--- src/hdl/assert_macros.svh ---
// assertion helpers, empty when SYNTH is defined
`ifndef ASSERT_MACROS_SVH
`define ASSERT_MACROS_SVH
`ifndef SYNTH
`define ASSERT_IMPLIES(label, clk, rst_n, a, b) \
  label: assert property (@(posedge clk) disable iff (!rst_n) (a) |-> (b)) \
    else $error("assertion failed");
`define ASSERT_NEXT(label, clk, rst_n, a, b) \
  label: assert property (@(posedge clk) disable iff (!rst_n) (a) |=> (b)) \
    else $error("assertion failed");
`else
`define ASSERT_IMPLIES(label, clk, rst_n, a, b)
`define ASSERT_NEXT(label, clk, rst_n, a, b)
`endif
`endif

--- src/hdl/svm_ram.sv ---
//------------------------------------------------------------------------------
// svm_ram
// generic single-port-write, single-read ram with registered read
//------------------------------------------------------------------------------
`timescale 1ns / 1ps
module svm_ram #(
  parameter int WIDTH = 16,
  parameter int DEPTH = 256
) (
  input  logic                     clk,
  input  logic                     we,
  input  logic [$clog2(DEPTH)-1:0] waddr,
  input  logic [WIDTH-1:0]         wdata,
  input  logic [$clog2(DEPTH)-1:0] raddr,
  output logic [WIDTH-1:0]         rdata
);
  logic [WIDTH-1:0] mem [DEPTH];
  always_ff @(posedge clk) begin
    if (we) begin
      mem[waddr] <= wdata;
    end
    rdata <= mem[raddr];
  end
endmodule

--- config.mk ---
export PLATFORM = sky130hd
export DESIGN_NAME = svm_ram
export DESIGN_NICKNAME = d
export VERILOG_FILES = /design/src/hdl/assert_macros.svh /design/src/hdl/svm_ram.sv
export SDC_FILE = /design/constraint.sdc
export NUM_CORES = 2
export LEC_CHECK = 0
export BUFFER_PORTS_ARGS = -buffer_cell sky130_fd_sc_hd__buf_2
export CAP_MARGIN = 20
export CORE_ASPECT_RATIO = 1.75
export CORE_MARGIN = 10
export CORE_UTILIZATION = 45
export DETAILED_ROUTE_END_ITERATION = 8
export RECOVER_POWER = 50
export SLEW_MARGIN = 5
export SYNTH_ARGS = -nofsm -noshare
export SYNTH_HDL_FRONTEND = slang
export SYNTH_SLANG_ARGS = --single-unit
--- constraint.sdc ---
create_clock -name clk -period 4.37 [get_ports clk]
set_clock_uncertainty 0.05 [all_clocks]
set_input_delay 0.437 -clock clk [delete_from_list [all_inputs] [get_ports clk]]
set_output_delay 0.437 -clock clk [all_outputs]
set_load 0.05 [all_outputs]
==> summary.md <==
| Metric | Value |
|---|---|
| Outcome | `finished with violations` |
| Failing checks | `max-capacitance violations, max-slew violations` |
| Synth Warn # | `0` |
| Total Power | `79.5 mW` |
| Critical path, cell by cell | `clkbuf_2 -> clkbuf_2` |
| Leakage | `56.8 nW` |
| Mapped Area | `159000 um2` |
| Buf+Inv Stages, Crit Path | `2` |
| Routed len/inst | `34.8 um` |
| GRT Util Overall | `0.236` |
| Final WL | `450000 um` |
| Port buffer count | `49` |
| Pins over their slew limit | `1805` |
| GPL Wtd Cong | `0.923` |
| CTS tree | `yes` |
| Slew @ Worst Pin | `3.75 ns` |
| Commonest cells in the netlist | `4096 x edfxtp_1, 797 x mux4_2, 565 x mux2i_1` |
| Worst r2r dst | `rdata[8]$_DFF_P_` |
| DRC viols | `0` |
| Seq/Total Area, Yosys | `0.777` |
| I/O Pins | `50` |
| Area grow syn2layout | `13.0%` |
| Final Util | `0.511` |
| Top cell by count, worst path | `clkbuf_2` |
| Setup TNS | `0 ns` |
| Area leader, netlist | `edfxtp_1` |
| TritonCTS Buffers | `354` |
| FFs w/ async S/R, synth | `0` |
| DPL Wire Length | `289000 um` |
| Syn avg cell area | `21.6 um2` |
| Post-synth top flop | `edfxtp_1` |
| Hold/Removal Path Class | `in2reg` |
| Post-synth top area share | `0.775` |
| Setup CP Type | `in2reg` |
| Clock period minus worst slack | `3.72 ns` |
| Final Hold Fails | `0` |
| Grt total ovfl | `0` |
| CP Data Arrival Time | `4.24 ns` |
| Worst R2R Setup Slack | `0.85 ns` |
| Die Y | `806 um` |
| Worst IR Drop VDD | `0.000318 V` |
| Vias in the first global route | `80871` |
| Final net count | `8029` |
| Die area | `378000 um2` |
| CTS Sinks | `4112` |
| Synthesized Nets | `7394` |
| First DRT Iteration DRCs | `8734` |
| Rows | `288` |
| HP Start | `waddr[7]` |
| Post-synth EDFFs | `4096` |
| CP Max Fanout | `132` |
| Postcts setup bufs | `0` |
| ANT nets after route | `0` |
| Flops & latches, synth | `4112` |
| Worst hold margin | `0.291 ns` |
| Clock Pin Slew Worst Setup and Hold Paths | `0.07 ns` |
| Share of layout cells above drive strength 1 | `0.251` |
| Max_slew headroom | `-1.50` |
| Slowest library cell on the worst path | `clkbuf_2` |
| Router iterations before antenna repair | `6` |
| Family with the most delay on the worst path | `buffers and inverters` |
| Final period util | `0.850` |
| Root buf cell | `clkbuf_16` |
| Pwr/cell area | `443 nW/um2` |
| Initial Util | `0.452` |
| Clock Path Buffers | `4` |
| Placed cells | `12267` |
| CP required | `4.89 ns` |
| Worst Setup End Kind | `flop` |
| Vias | `79188` |
| MaxCap Viol Count | `26` |
| Synth cell types | `52` |
| Post-Layout Cell Count | `12942` |
| Worst reg2reg path depth | `7` |
| Synth Instances | `7360` |
| Clock Latency Late Sink | `0.93 ns` |
| Fmax | `0.269 GHz` |
| Htree depth | `5` |
| First-pass GRT wire length | `630000 um` |
| Hold path cells | `4` |
| Critical Path Start Type | `input port` |
| Hold Crit Endpoint | `mem[215][1]$_DFFE_PP_` |
| Initial antenna violation count | `36` |
| Top-count cell post-synth | `edfxtp_1` |
| Die Span X | `469 um` |
| Ranking of synthesized cells by area | `edfxtp_1 77%, mux4_2 11%, mux2i_1 3.6%` |
| RR Startpoint | `mem[3][8]$_DFFE_PP_` |
| Final setup fails | `0` |
| DR vias/cell | `6.12` |
| Max stage delay on crit path | `2.34 ns` |
| Pin count of the biggest net entering global routing | `133` |
| Core outline area | `351000 um2` |
| FILL cells | `27553` |
| RSZ-0062 raised after global routing | `false` |
==> layout make-up <==
cell class / count / area [um2] / share of cell area
flip-flops and latches: 4112 / 123000 / 0.687
multi-input cells: 2792 / 32900 / 0.183
clock buffers: 431 / 9340 / 0.0520
repair buffers: 731 / 5970 / 0.0333
well taps: 4640 / 5810 / 0.0324
clock inverters: 204 / 2040 / 0.0114
diodes: 28 / 70.1 / 0.000391
inverters: 4 / 27.5 / 0.000153
==> layout by cell type (no fill, tap or decap), types with 38 or more instances in the layout <==
master	count
nand2_1	38
clkbuf_1	146
nor2_1	272
o221ai_1	252
buf_12	67
nor3_1	88
clkbuf_16	361
clkinv_1	71
clkinv_2	67
a21oi_1	175
edfxtp_1	4096
buf_4	510
mux4_2	797
mux2_2	88
a22oi_1	43
o22ai_1	148
mux2i_1	565
==> power by group <==
group	internal (mW)	switching, mW
logic	1.48	2.93
clock network	17.4	14.2
registers	43.5	0.0731
total	62.3	17.2
==> state kept, by name, indices dropped and copies added (netlist names) <==
register	flops
rdata	16
mem	4096
==> worst max-delay path by stage <==
stage / from / end / slack (ns) / depth (start not counted)
6_report: wdata[5] / mem[82][5]$_DFFE_PP_ / 0.65 / 2
5_1_grt: wdata[5] / mem[87][5]$_DFFE_PP_ / 0.54 / 2
2_1_floorplan: waddr[3] / mem[235][0]$_DFFE_PP_ / 1.72 / 6
3_5_place_dp: raddr[1] / rdata[14]$_DFF_P_ / 0.06 / 9
3_3_place_gp: raddr[0] / rdata[1]$_DFF_P_ / -0.12 / 9
4_1_cts: mem[3][8]$_DFFE_PP_ / rdata[8]$_DFF_P_ / 0.90 / 7
==> per-stage QoR <==
| stage | worst slack (ns) | area, um2 |
|---|---|---|
| 2_1_floorplan | 1.72 | 159000 |
| 3_3_place_gp | -0.116 | 168000 |
| 3_5_place_dp | 0.0591 | 168000 |
| 4_1_cts | 0.903 | 180000 |
| 5_1_grt | 0.538 | 179000 |
| 6_report | 0.654 | 179000 |
==> routing by layer <==
layer	up-vias	track usage	part of all wire
met5	-	0	0.00028
met4	18	0.158	0.083
met3	918	0.0317	0.063
met2	3327	0.407	0.51
met1	42418	0.274	0.34
li1	32507	-	-
==> cells by family (layout without fill, tap and decap cells) <==
group,after synthesis,after routing,synth area share
AOI/OAI and AO/OA,786,786,0.0354
buffers and inverters,456,1370,0.0169
DFF,4112,4112,0.777
muxes,1450,1450,0.155
other,0,28,0
and+or+nand+nor,556,556,0.0157
==> timing repair <==
| action | in CTS | in global routing |
|---|---|---|
| gates resized for setup | 0 | 0 |
| hold endpoints to repair | 330 | 0 |
| hold buffers | 11 | 0 |
Note: power is estimated with default switching activity, not from simulation.
